===== src/rtl/dfm_pkg.sv =====
package dfm_pkg;

	// fixed point layout
	localparam int FRAC_BITS = 16;
	localparam int LOG_BITS  = 24;
	localparam int LW        = 40;
	localparam int OUT_W     = 48;
	localparam int LCNT_W    = $clog2(LOG_BITS + 1);
	localparam int ROOT_STEPS = 32;
	localparam int RCNT_W    = $clog2(ROOT_STEPS);

	localparam logic signed [LW-1:0] LOG_ONE = LW'(1) << LOG_BITS;

	// unit factors
	localparam logic [31:0] K_1E9   = 32'd1000000000;
	localparam logic [31:0] K_1E6   = 32'd1000000;
	localparam logic [31:0] K_60    = 32'd60;
	localparam logic [31:0] K_1E4   = 32'd10000;

	// register indexes
	localparam logic [2:0] REG_RPM    = 3'd0;
	localparam logic [2:0] REG_DIA    = 3'd1;
	localparam logic [2:0] REG_SIN    = 3'd2;
	localparam logic [2:0] REG_RAKE   = 3'd3;
	localparam logic [2:0] REG_KC1    = 3'd4;
	localparam logic [2:0] REG_M0     = 3'd5;
	localparam logic [2:0] REG_TOP    = 3'd6;
	localparam logic [2:0] REG_BOTTOM = 3'd7;

	typedef struct packed {
		logic        [15:0] rpm;
		logic        [15:0] dia;
		logic        [15:0] sin_q15;
		logic signed [14:0] rake;
		logic        [15:0] kc1;
		logic        [15:0] m0;
		logic signed [31:0] plate_top;
		logic signed [31:0] plate_bottom;
	} cfg_t;

	typedef struct packed {
		logic        [31:0] vel;
		logic               zero;
	} job_t;

	typedef struct packed {
		logic        start;
		logic [31:0] x;
	} log_req_t;

	typedef struct packed {
		logic                 done;
		logic signed [LW-1:0] l;
	} log_rsp_t;

	typedef struct packed {
		logic                 start;
		logic signed [LW-1:0] l;
	} exp_req_t;

	typedef struct packed {
		logic             done;
		logic [OUT_W-1:0] v;
	} exp_rsp_t;

endpackage


===== src/rtl/dfm_log2.sv =====
module dfm_log2 (
	input  logic              clk,
	input  logic              arst_n,
	input  dfm_pkg::log_req_t req,
	output dfm_pkg::log_rsp_t rsp
);
	import dfm_pkg::*;

	logic              run_q;
	logic              done_q;
	logic [LCNT_W-1:0] cnt_q;
	logic [31:0]       m_q;
	logic [LOG_BITS-1:0] frac_q;
	logic [4:0]        e_q;
	logic              zero_q;
	logic [31:0]       nm;
	logic [4:0]        lz;
	logic [63:0]       sq;
	logic [32:0]       sh;

	// leading one search in five steps
	always_comb begin
		nm = req.x;
		lz = '0;
		if (nm[31:16] == 16'd0) begin nm = nm << 16; lz[4] = 1'b1; end
		if (nm[31:24] == 8'd0)  begin nm = nm << 8;  lz[3] = 1'b1; end
		if (nm[31:28] == 4'd0)  begin nm = nm << 4;  lz[2] = 1'b1; end
		if (nm[31:30] == 2'd0)  begin nm = nm << 2;  lz[1] = 1'b1; end
		if (nm[31] == 1'b0)     begin nm = nm << 1;  lz[0] = 1'b1; end
	end

	// one squaring per cycle
	assign sq = 64'(m_q) * 64'(m_q);
	assign sh = sq[63:31];

	always_ff @(posedge clk or negedge arst_n) begin
		if (!arst_n) begin
			run_q  <= 1'b0;
			done_q <= 1'b0;
			cnt_q  <= '0;
		end else begin
			done_q <= 1'b0;
			if (req.start) begin
				run_q <= 1'b1;
				cnt_q <= LCNT_W'(LOG_BITS);
			end else if (run_q) begin
				cnt_q <= cnt_q - 1'b1;
				if (cnt_q == LCNT_W'(1)) begin
					run_q  <= 1'b0;
					done_q <= 1'b1;
				end
			end
		end
	end

	// mantissa and fraction
	always_ff @(posedge clk) begin
		if (req.start) begin
			m_q    <= nm;
			e_q    <= 5'd31 - lz;
			frac_q <= '0;
			zero_q <= (req.x == 32'd0);
		end else if (run_q) begin
			if (sh[32]) begin
				m_q    <= sh[32:1];
				frac_q <= {frac_q[LOG_BITS-2:0], 1'b1};
			end else begin
				m_q    <= sh[31:0];
				frac_q <= {frac_q[LOG_BITS-2:0], 1'b0};
			end
		end
	end

	assign rsp.done = done_q;
	assign rsp.l    = zero_q ? '0 : LW'({e_q, frac_q});

endmodule


===== config.mk =====
export PLATFORM = sky130hd
export DESIGN_NAME = dfm_log2
export DESIGN_NICKNAME = d
export VERILOG_FILES = /design/src/rtl/dfm_pkg.sv /design/src/rtl/dfm_log2.sv
export SDC_FILE = /design/constraint.sdc
export NUM_CORES = 2
export LEC_CHECK = 0
export ABC_CLOCK_PERIOD_IN_PS = 7560
export BUFFER_PORTS_ARGS = -buffer_cell sky130_fd_sc_hd__buf_2
export CAP_MARGIN = 20
export CORE_ASPECT_RATIO = 0.75
export CORE_MARGIN = 4
export CORE_UTILIZATION = 55
export DETAILED_ROUTE_END_ITERATION = 8
export GPL_TIMING_DRIVEN = 0
export PLACE_DENSITY_LB_ADDON = 0.25
export SYNTH_ARGS = -nofsm -noshare
export SYNTH_HDL_FRONTEND = slang
export SYNTH_SLANG_ARGS = --single-unit

===== constraint.sdc =====
create_clock -name clk -period 7.56 [get_ports clk]
set_clock_uncertainty 0.1 [all_clocks]
set_input_delay 1.512 -clock clk [delete_from_list [all_inputs] [get_ports clk]]
set_output_delay 1.512 -clock clk [all_outputs]
set_load 0.05 [all_outputs]

==> results by group <==
Hold path
  • Worst hold start: frac_q[23]$_SDFFE_PP0P_
  • Worst hold path class: reg -> reg
  • Hold path depth: 2
  • WHS Endpoint: frac_q[23]$_SDFFE_PP0P_

Detailed routing
  • Vias: 27600
  • Pre-antenna DRT Iters: 6
  • Drt via density: 5.81
  • DR WL met3: 17900 um
  • Iter 0 DRT Violations: 3065
  • DR WL/cell: 24.4 um
  • Met1 wire length: 45800 um
  • WL met2: 46200 um
  • Final WL: 116000 um
  • Max Used Layer: met5
  • Remaining DRCs: 0
  • Final ANT Viol Nets: 0

Setup path
  • Arr. time, crit path: 8.47 ns
  • R2R depth: 28
  • Critical Path Most Common Cell: fa_1
  • RR Endpoint: m_q[0]$_DFFE_PP_
  • CP Max Fanout: 10
  • Critical path class: reg -> reg
  • Reg2Reg Setup Slack: -0.94 ns
  • Critical-path top delay cell: fa_1
  • WP data required: 7.53 ns
  • Crit-path max cell delay: 0.58 ns
  • Startpoint types: flop
  • Start of the worst register-to-register path: m_q[21]$_DFFE_PP_
  • CP endpoint kind: flop

Timing
  • Final Slew Violations: 0
  • Relative slew slack: 21.8%
  • Final hold viol count: 0
  • Min cycle time layout: 8.50 ns
  • RSZ-0062 raised after global routing: true
  • Slew @ Worst Pin: 1.16 ns
  • Setup ws final: -0.939 ns
  • FMAX: 118 MHz
  • TNS Setup: -25.90 ns
  • Final setup violation count: 33
  • Final Cycle Share: 112%

Floorplanning
  • Core area: 60900 um^2
  • Die ar.: 66000 um^2
  • Initial Util: 55.9%
  • Die X: 295 um
  • Die H: 223 um
  • Num rows: 78
  • I/O pin count: 76

Clocking
  • CTS tree: yes
  • Clk Latency, worst-skew pair: 0.35 ns
  • # clock sinks: 69
  • Clock Pin Slew Worst Setup and Hold Paths: 0.06 ns
  • Cts hold-fix bufs: 0
  • H-tree levels: 3
  • CTS buffer count: 9
  • Max clock buf depth: 2
  • Clock root buffer master: clkbuf_16

Status
  • Outcome: finished, violations left
  • Failing checks: negative setup slack

Global route
  • First-pass GRT wire length: 175000 um
  • Gr ovfl total: 0
  • Total GRT Usage: 35.6%
  • Initial antenna violation count: 4
  • Largest net degree at the start of global routing: 33
  • Vias in the first global route: 28600

Synth
  • Largest cells by area after synthesis: fa_1 (47%), ha_1 (11%), inv_1 (11%)
  • Top FF cell, synth: edfxtp_1
  • Post-Syn Area: 34000 um^2
  • Top cell type's share of synthesized area: 46.5%
  • Mapped Avg Cell Area: 9.24 um^2
  • Synth area leader: fa_1
  • Sequential-to-total area share from yosys stat: 5.28%
  • Post-synth EDFFs: 38
  • Share of async-settable or async-resettable flops after synthesis: 10.1%
  • Ys Warns: 0
  • Library cells used by synthesis: 85
  • Number of synthesized register bits: 69
  • Post-synthesis cell count: 3683

Finish
  • Leading cell type in the layout, fill and taps excluded: inv_1
  • FILL cells: 4921
  • Most frequent cells in the layout: inv_1 (945), fa_1 (747), nand2_1 (294), ha_1 (273), and2_1 (208)
  • Layout cell share with drive strength beyond 1: 18.0%
  • Register area: 1800 um^2
  • Synth-to-Final Area Change: 17.1%
  • Area of the multi-input gates: 29300 um^2
  • Final nets: 5071

Placement
  • DP HPWL: 91600 um
  • Input/output buffers: 64
  • RD Place Congestion: 1.02

Run
  • Max cap viols: 0
-- worst max path at each step --
stage | startpoint | endpoint | slack, ns | cells after the start
finish | m_q[21]$_DFFE_PP_ | m_q[0]$_DFFE_PP_ | -0.94 | 28
global route | m_q[15]$_DFFE_PP_ | m_q[0]$_DFFE_PP_ | -1.06 | 28
CTS | m_q[14]$_DFFE_PP_ | m_q[0]$_DFFE_PP_ | -0.70 | 31
detailed placement | m_q[13]$_DFFE_PP_ | m_q[27]$_DFFE_PP_ | -2.56 | 29
global placement | m_q[15]$_DFFE_PP_ | m_q[27]$_DFFE_PP_ | -2.86 | 29
floorplan | m_q[25]$_DFFE_PP_ | m_q[12]$_DFFE_PP_ | 0.001 | 26
-- worst max-delay path: cells and delay by family, from the launching register on --
kind	cells	cell delay [ns]
xor+xnor	1	0.33
compound gates	7	1.30
fa+ha+maj	9	4.38
buf+inv	8	0.97
flops	1	0.47
simple gates	2	0.39
mux	1	0.26
-- flip-flops by register name (all words and copies together), names as in the netlist --
| signal | flops |
|---|---|
| cnt_q | 5 |
| zero_q | 1 |
| e_q | 5 |
| m_q | 32 |
| done_q | 1 |
| run_q | 1 |
| frac_q | 24 |
-- synthesized netlist by cell type, types with 10 or more instances --
library cell  instances
nand2_1             329
fa_1                791
dfxtp_1              24
a31oi_1              23
edfxtp_1             38
nand4_1              17
and2_1              231
nand3_1              22
or2_2                10
buf_4                15
nor2_1              111
ha_1                300
o21bai_1             14
o21ai_0              64
a21oi_1              93
xnor2_1              42
nor2b_1              38
a31o_2               13
buf_2                11
and3_1               10
a21o_1               44
mux2i_1              94
inv_1               984
nor3_1               16
clkbuf_1            137
xor2_1               37
-- kinds of logic after synthesis --
group / share of synthesized area (%)
adder cells (fa/ha/maj): 57.5
AO/OA/AOI/OAI: 6.94
buffers and inverters: 13.0
other: 0.0110
AND/OR/NAND/NOR: 12.0
flip-flops: 5.28
multiplexers: 3.17
XOR/XNOR: 2.03
-- timing repair --
item	in CTS	in global routing
gates resized for setup	404	247
gates cloned	6	2
endpoints found under the setup margin	33	33
pin swaps	123	139
buffers inserted	121	61
-- stage by stage --
step / worst slack [ns] / instance area, um^2 / util, % / instances / hold slack, ns
3_5_place_dp: -2.56 / 35600 / 58.5 / 4564 / 0.394
6_report: -0.939 / 39900 / 65.5 / 4755 / 0.403
5_1_grt: -1.06 / 39900 / 65.4 / 4751 / 0.448
3_3_place_gp: -2.86 / 35500 / 58.4 / 4557 / 0.382
4_1_cts: -0.695 / 38600 / 63.4 / 4698 / 0.407
2_1_floorplan: 0.00129 / 34200 / - / 3693 / 0.352
-- per-layer routing --
metal	global-route usage, %	up-vias
met5	0	-
met3	15.2	375
met4	13.3	2
met2	48.7	1871
met1	50.3	13800
li1	-	11600
-- area by class of cell --
| type | count | share of cell area, % |
|---|---|---|
| multi-input combinational | 2468 | 73.4 |
| clock inverter | 5 | 0.201 |
| inverter | 987 | 9.34 |
| antenna | 5 | 0.0314 |
| tap | 800 | 2.51 |
| sequential | 69 | 4.51 |
| clock buffer | 11 | 0.637 |
| timing repair buffer | 257 | 5.46 |
| buffer | 153 | 3.86 |
Power is not shown: default switching activity piles up to over one toggle a cycle in this logic, so the estimate is an artifact.
