**config.mk**
```make
export PLATFORM = sky130hd
export DESIGN_NAME = dfm_exp2
export DESIGN_NICKNAME = d
export VERILOG_FILES = /design/src/rtl/dfm_pkg.sv /design/src/rtl/dfm_exp2.sv
export SDC_FILE = /design/constraint.sdc
export NUM_CORES = 1
export LEC_CHECK = 0
export BUFFER_PORTS_ARGS = -buffer_cell sky130_fd_sc_hd__buf_4
export CAP_MARGIN = 10
export CORE_MARGIN = 1
export CORE_UTILIZATION = 45
export CTS_CLUSTER_SIZE = 12
export DETAILED_ROUTE_END_ITERATION = 8
export GPL_ROUTABILITY_DRIVEN = 0
export PLACE_DENSITY_LB_ADDON = 0.05
export SYNTH_ARGS = -nofsm -noshare
export SYNTH_HDL_FRONTEND = slang
export SYNTH_SLANG_ARGS = --single-unit
```
**constraint.sdc**
```tcl
create_clock -name clk -period 9.37 [get_ports clk]
set_input_delay 1.874 -clock clk [delete_from_list [all_inputs] [get_ports clk]]
set_output_delay 1.874 -clock clk [all_outputs]
set_load 0.01 [all_outputs]
```
**src/rtl/dfm_pkg.sv**
```systemverilog
package dfm_pkg;

	// fixed point layout
	localparam int FRAC_BITS = 16;
	localparam int LOG_BITS  = 24;
	localparam int LW        = 40;
	localparam int OUT_W     = 48;
	localparam int LCNT_W    = $clog2(LOG_BITS + 1);
	localparam int ROOT_STEPS = 32;
	localparam int RCNT_W    = $clog2(ROOT_STEPS);

	localparam logic signed [LW-1:0] LOG_ONE = LW'(1) << LOG_BITS;

	// unit factors
	localparam logic [31:0] K_1E9   = 32'd1000000000;
	localparam logic [31:0] K_1E6   = 32'd1000000;
	localparam logic [31:0] K_60    = 32'd60;
	localparam logic [31:0] K_1E4   = 32'd10000;

	// register indexes
	localparam logic [2:0] REG_RPM    = 3'd0;
	localparam logic [2:0] REG_DIA    = 3'd1;
	localparam logic [2:0] REG_SIN    = 3'd2;
	localparam logic [2:0] REG_RAKE   = 3'd3;
	localparam logic [2:0] REG_KC1    = 3'd4;
	localparam logic [2:0] REG_M0     = 3'd5;
	localparam logic [2:0] REG_TOP    = 3'd6;
	localparam logic [2:0] REG_BOTTOM = 3'd7;

	typedef struct packed {
		logic        [15:0] rpm;
		logic        [15:0] dia;
		logic        [15:0] sin_q15;
		logic signed [14:0] rake;
		logic        [15:0] kc1;
		logic        [15:0] m0;
		logic signed [31:0] plate_top;
		logic signed [31:0] plate_bottom;
	} cfg_t;

	typedef struct packed {
		logic        [31:0] vel;
		logic               zero;
	} job_t;

	typedef struct packed {
		logic        start;
		logic [31:0] x;
	} log_req_t;

	typedef struct packed {
		logic                 done;
		logic signed [LW-1:0] l;
	} log_rsp_t;

	typedef struct packed {
		logic                 start;
		logic signed [LW-1:0] l;
	} exp_req_t;

	typedef struct packed {
		logic             done;
		logic [OUT_W-1:0] v;
	} exp_rsp_t;

endpackage

```
**src/rtl/dfm_exp2.sv**
```systemverilog
module dfm_exp2 (
	input  logic              clk,
	input  logic              arst_n,
	input  dfm_pkg::exp_req_t req,
	output dfm_pkg::exp_rsp_t rsp
);
	import dfm_pkg::*;

	typedef enum logic [4:0] {
		X_IDLE = 5'b00001,
		X_LOAD = 5'b00010,
		X_ROOT = 5'b00100,
		X_FIN  = 5'b01000,
		X_DONE = 5'b10000
	} xst_t;

	localparam logic signed [LW-1:0] T_OFF = LW'(FRAC_BITS) << LOG_BITS;
	localparam logic signed [LW-1:0] T_SAT = LW'(OUT_W) << LOG_BITS;
	localparam int IP_W = LW - LOG_BITS;

	xst_t                  st_q;
	logic signed [LW-1:0]  t;
	logic signed [IP_W-1:0] ip;
	logic signed [IP_W-1:0] ip_q;
	logic [LOG_BITS-1:0]   f_q;
	logic [LCNT_W-1:0]     k_q;
	logic [RCNT_W-1:0]     step_q;
	logic [32:0]           v_q;
	logic [32:0]           vv;
	logic [63:0]           x_q;
	logic [63:0]           r_q;
	logic [63:0]           bit_q;
	logic [64:0]           sum;
	logic                  ge;
	logic [63:0]           r_nx;
	logic [OUT_W-1:0]      res_q;
	logic [4:0]            lsh;
	logic [5:0]            rsh;

	assign t   = req.l + T_OFF;
	assign ip  = t[LW-1:LOG_BITS];
	assign vv  = f_q[k_q] ? (v_q << 1) : v_q;

	// one square root digit per cycle
	assign sum  = 65'(r_q) + 65'(bit_q);
	assign ge   = 65'(x_q) >= sum;
	assign r_nx = ge ? ((r_q >> 1) + bit_q) : (r_q >> 1);
	assign lsh  = 5'(ip_q - IP_W'(31));
	assign rsh  = 6'(IP_W'(31) - ip_q);

	always_ff @(posedge clk or negedge arst_n) begin
		if (!arst_n) begin
			st_q <= X_IDLE;
		end else begin
			unique case (st_q)
				X_IDLE: begin
					if (req.start) begin
						if (t >= T_SAT || ip < -IP_W'(32)) begin
							st_q <= X_DONE;
						end else begin
							st_q <= X_LOAD;
						end
					end
				end
				X_LOAD: st_q <= X_ROOT;
				X_ROOT: begin
					if (step_q == RCNT_W'(ROOT_STEPS - 1)) begin
						st_q <= (k_q == LCNT_W'(LOG_BITS - 1)) ? X_FIN : X_LOAD;
					end
				end
				X_FIN:  st_q <= X_DONE;
				X_DONE: st_q <= X_IDLE;
				default: st_q <= X_IDLE;
			endcase
		end
	end

	// datapath
	always_ff @(posedge clk) begin
		case (st_q)
			X_IDLE: begin
				ip_q <= ip;
				f_q  <= t[LOG_BITS-1:0];
				v_q  <= 33'd1 << 31;
				k_q  <= '0;
				res_q <= (t >= T_SAT) ? {OUT_W{1'b1}} : '0;
			end
			X_LOAD: begin
				x_q    <= {vv, 31'd0};
				r_q    <= '0;
				bit_q  <= 64'd1 << 62;
				step_q <= '0;
			end
			X_ROOT: begin
				if (ge) begin
					x_q <= 64'(65'(x_q) - sum);
				end
				r_q    <= r_nx;
				bit_q  <= bit_q >> 2;
				step_q <= step_q + 1'b1;
				if (step_q == RCNT_W'(ROOT_STEPS - 1)) begin
					v_q <= {1'b0, r_nx[31:0]};
					k_q <= k_q + 1'b1;
				end
			end
			X_FIN: begin
				if (ip_q >= IP_W'(31)) begin
					res_q <= {16'd0, v_q[31:0]} << lsh;
				end else begin
					res_q <= OUT_W'(v_q[31:0] >> rsh);
				end
			end
			default: ;
		endcase
	end

	assign rsp.done = (st_q == X_DONE);
	assign rsp.v    = res_q;

endmodule

```
==> reports/results.ini <==
[synth]
synth_top_cell_by_area=edfxtp_1
yosys_warnings=0
yosysMostFrequentCell=nand2_1
ys_ff_latch=295
synthArstFlopShare_pct=1.69
netlist.area_leader.share_pct=37.2
ys.flop_type=edfxtp_1
syn-mean-instance-area_um2=9.20
synthesis.nets=2725
synthTopCellsByArea=edfxtp_1 37%, ha_1 7.3%, o21ai_0 5.0%
synth_commonest_cells=295 x nand2_1, 290 x edfxtp_1, 234 x o21ai_0, 219 x nor2_1, 165 x a21oi_1
netlist_instances=2545
synth_cell_types=81
ys_seq_area_share_pct=37.7
syn-cell-area_um2=23400
synth-edff-count=290

[sta]
hold_ws_ns=0.485
setup_violations=0
min_period_over_period_pct=80.8
max_slew_margin_pct=25.2
timing.fmax_mhz=132
period_needed_ns=7.57
tightest_slew_ns=1.09
skew_ns=0.0363
fin_tns_setup_ns=0
slew_violations=0
hold_violations=0
rsz0062_at_grt=false

[power]
peakVddDrop_v=0.000161
power_frac_seq_pct=34.4
p_leak_uw=0.00965
power.switching_uw=2400
p_clk_share_pct=24.0
comb_power_share_pct=41.7
p_int_uw=3580
switching_share_pct=40.1
p_per_area_nw_per_um2=231

[critical_path]
crit_family=compound AO/OA/AOI/OAI gates
path_buf_inv=1
path_max_fanout=78
arrival_ns=7.83
cp.required_ns=9.63
path_class=flop to flop
cp-start-kind=flop
critical-path-max-stage-delay_ns=0.98
critPathCaptureType=flop
crit_path_frequent_cell=nand3_1
critPathSlowestCell=a2111oi_0
path_cells=ha_1, nand4_1, or3_1, o21ai_1, o21ai_0, a2111oi_0, o21ai_1, o41ai_1, nand3_1, a21oi_1, o21ai_1, xor2_1, ha_1, nand3_1, nor3_1, nand3_1, o31a_1, nand3_1, nand3_1, a211oi_4, buf_4, a21boi_0, xnor2_1, nor2_1

[job]
cap_violations=0

[drt]
firstDrtPassIters=6
drt-wirelength-per-cell_um=21.7
via_count=20021
viasPerCell=6.12
route.detailed.drc=0
ant_nets=0
drt_iter0_drc=1980
wl_mm=70.9

[clock_tree]
cts_buffer_depth=3
numCtsBuffers=37
clock_sink_count=295
post-cts-setup-buffer-count=0
cts_tree=built
hold_buffers=0
htreeDepth=2
insertion_delay_ns=0.56
clock-root-buffer=clkbuf_16
clkSlewWorstSetupHoldPaths_ns=0.06
postCtsResizedCells=0

[global_route]
gr-total-overflow=0
grt_usage_pct=26.4
antenna_found_initial=0
grt_pass1_wl_mm=110
grt_max_degree=89
grt_pass1_vias=18974

[final_layout]
final_nets=2748
fin_cells=3272
area_delta_synth_final_pct=10.5
drive_gt1_share_pct=9.95
nFillCells=4836
antenna_cells=0

[floorplan]
die_y_um=230
fp.dieArea_um2=53000
ios=92
coreArea_um2=51400
rows=83
start_util_pct=45.6
chipWidth_um=230

[min_path]
hold_path_class=flop to flop

[place]
io_buffer_count=91
post-place-cells=3208
dp_hpwl_mm=52.3

[outcome]
status=finished, final reports clean

-- metal layers --
metal | vias to the layer above | share of wire [%] | global-route usage, %
met5 | - | 0 | 0
met4 | 0 | 4.2 | 11.5
met3 | 149 | 5.0 | 2.84
met2 | 683 | 46 | 42.5
met1 | 9591 | 45 | 36.0
li1 | 9598 | - | -
-- placed cells by master (no fill, tap or decap), types with 16 or more instances in the layout --
| cell type | count |
|---|---|
| a21o_1 | 53 |
| a31oi_1 | 59 |
| o21ai_0 | 234 |
| a211oi_1 | 33 |
| o21bai_1 | 26 |
| mux2i_1 | 95 |
| xnor2_1 | 77 |
| nor2_1 | 219 |
| a31o_2 | 19 |
| mux2_2 | 22 |
| a21oi_1 | 164 |
| or3_1 | 16 |
| ha_1 | 136 |
| nand2_1 | 294 |
| nand3_1 | 66 |
| inv_1 | 48 |
| mux4_2 | 29 |
| xor2_1 | 115 |
| nand4_1 | 42 |
| buf_4 | 115 |
| nor3_1 | 41 |
| nor2b_1 | 28 |
| edfxtp_1 | 290 |
| clkbuf_16 | 38 |
| and3_1 | 17 |
| and2_1 | 57 |
-- worst reg2reg max path, stage by stage, from the launching register on --
cell and delay, ns:
edfxtp_1 0.51, ha_1 0.39, nand4_1 0.14, or3_1 0.39
o21ai_1 0.43, o21ai_0 0.26, a2111oi_0 0.98, o21ai_1 0.28
o41ai_1 0.47, nand3_1 0.18, a21oi_1 0.17, o21ai_1 0.08
xor2_1 0.15, ha_1 0.35, nand3_1 0.13, nor3_1 0.16
nand3_1 0.10, o31a_1 0.31, nand3_1 0.09, nand3_1 0.12
a211oi_4 0.26, buf_4 0.71, a21boi_0 0.39, xnor2_1 0.16
nor2_1 0.07
-- area by class of cell --
class                      instances  area [µm²]  area share, %
clock buffer                      42         966           3.73
inverter                          53         204          0.788
timing repair buffer             116         878           3.39
multi-input combinational       2065       13900           53.8
sequential                       295        8830           34.1
tap                              680         851           3.29
clock inverter                    21         214          0.827
-- power by group through the flow --
stage	registers [µW]	clock network [µW]	logic (µW)
floorplan	1940	0	1710
global placement	2070	0	2430
detailed placement	2070	0	2440
CTS	2050	1460	2450
global route	2070	1500	2700
finish	2050	1430	2490
-- sequential cells by signal, indices dropped and copies added (netlist names) --
signal and flops:
k_q 5, res_q 48, step_q 5, r_q 64, bit_q 32, st_q 5, f_q 24, v_q 32
x_q 64, ip_q 16
-- per-stage QoR --
step	area, µm²	util [%]	power, µW	worst slack, ns
3_5_place_dp	24700	48.0	4520	1.91
6_report	25900	50.4	5980	1.80
3_3_place_gp	24700	48.0	4500	1.98
2_1_floorplan	23400	-	3650	0.565
4_1_cts	25900	50.3	5950	1.87
5_1_grt	25900	50.4	6270	1.32
-- cell families after synthesis --
group	count (synthesis)	synth area share [%]
compound gates	761	20.5
xor+xnor	195	7.29
fa+ha+maj	137	7.35
buf+inv	185	3.07
flops	295	37.7
mux	147	7.95
simple gates	825	16.1
-- final timing paths --
kind	cells after the start	to	from	slack, ns
setup / recovery	24	r_q[23]$_SDFFCE_PN0P_	r_q[8]$_SDFFCE_PN0P_	1.80
hold / removal	1	st_q[2]$_DFFE_PN0P_	st_q[4]$_DFFE_PN0P_	0.49
setup reg to reg	24	r_q[23]$_SDFFCE_PN0P_	r_q[8]$_SDFFCE_PN0P_	1.80
hold reg to reg	1	st_q[2]$_DFFE_PN0P_	st_q[4]$_DFFE_PN0P_	0.49
max in group asynchronous	1	st_q[0]$_DFFE_PN1P_	arst_n	8.06
min in group asynchronous	1	st_q[4]$_DFFE_PN0P_	arst_n	1.11
No activity file was read; power rests on OpenSTA's default activity.
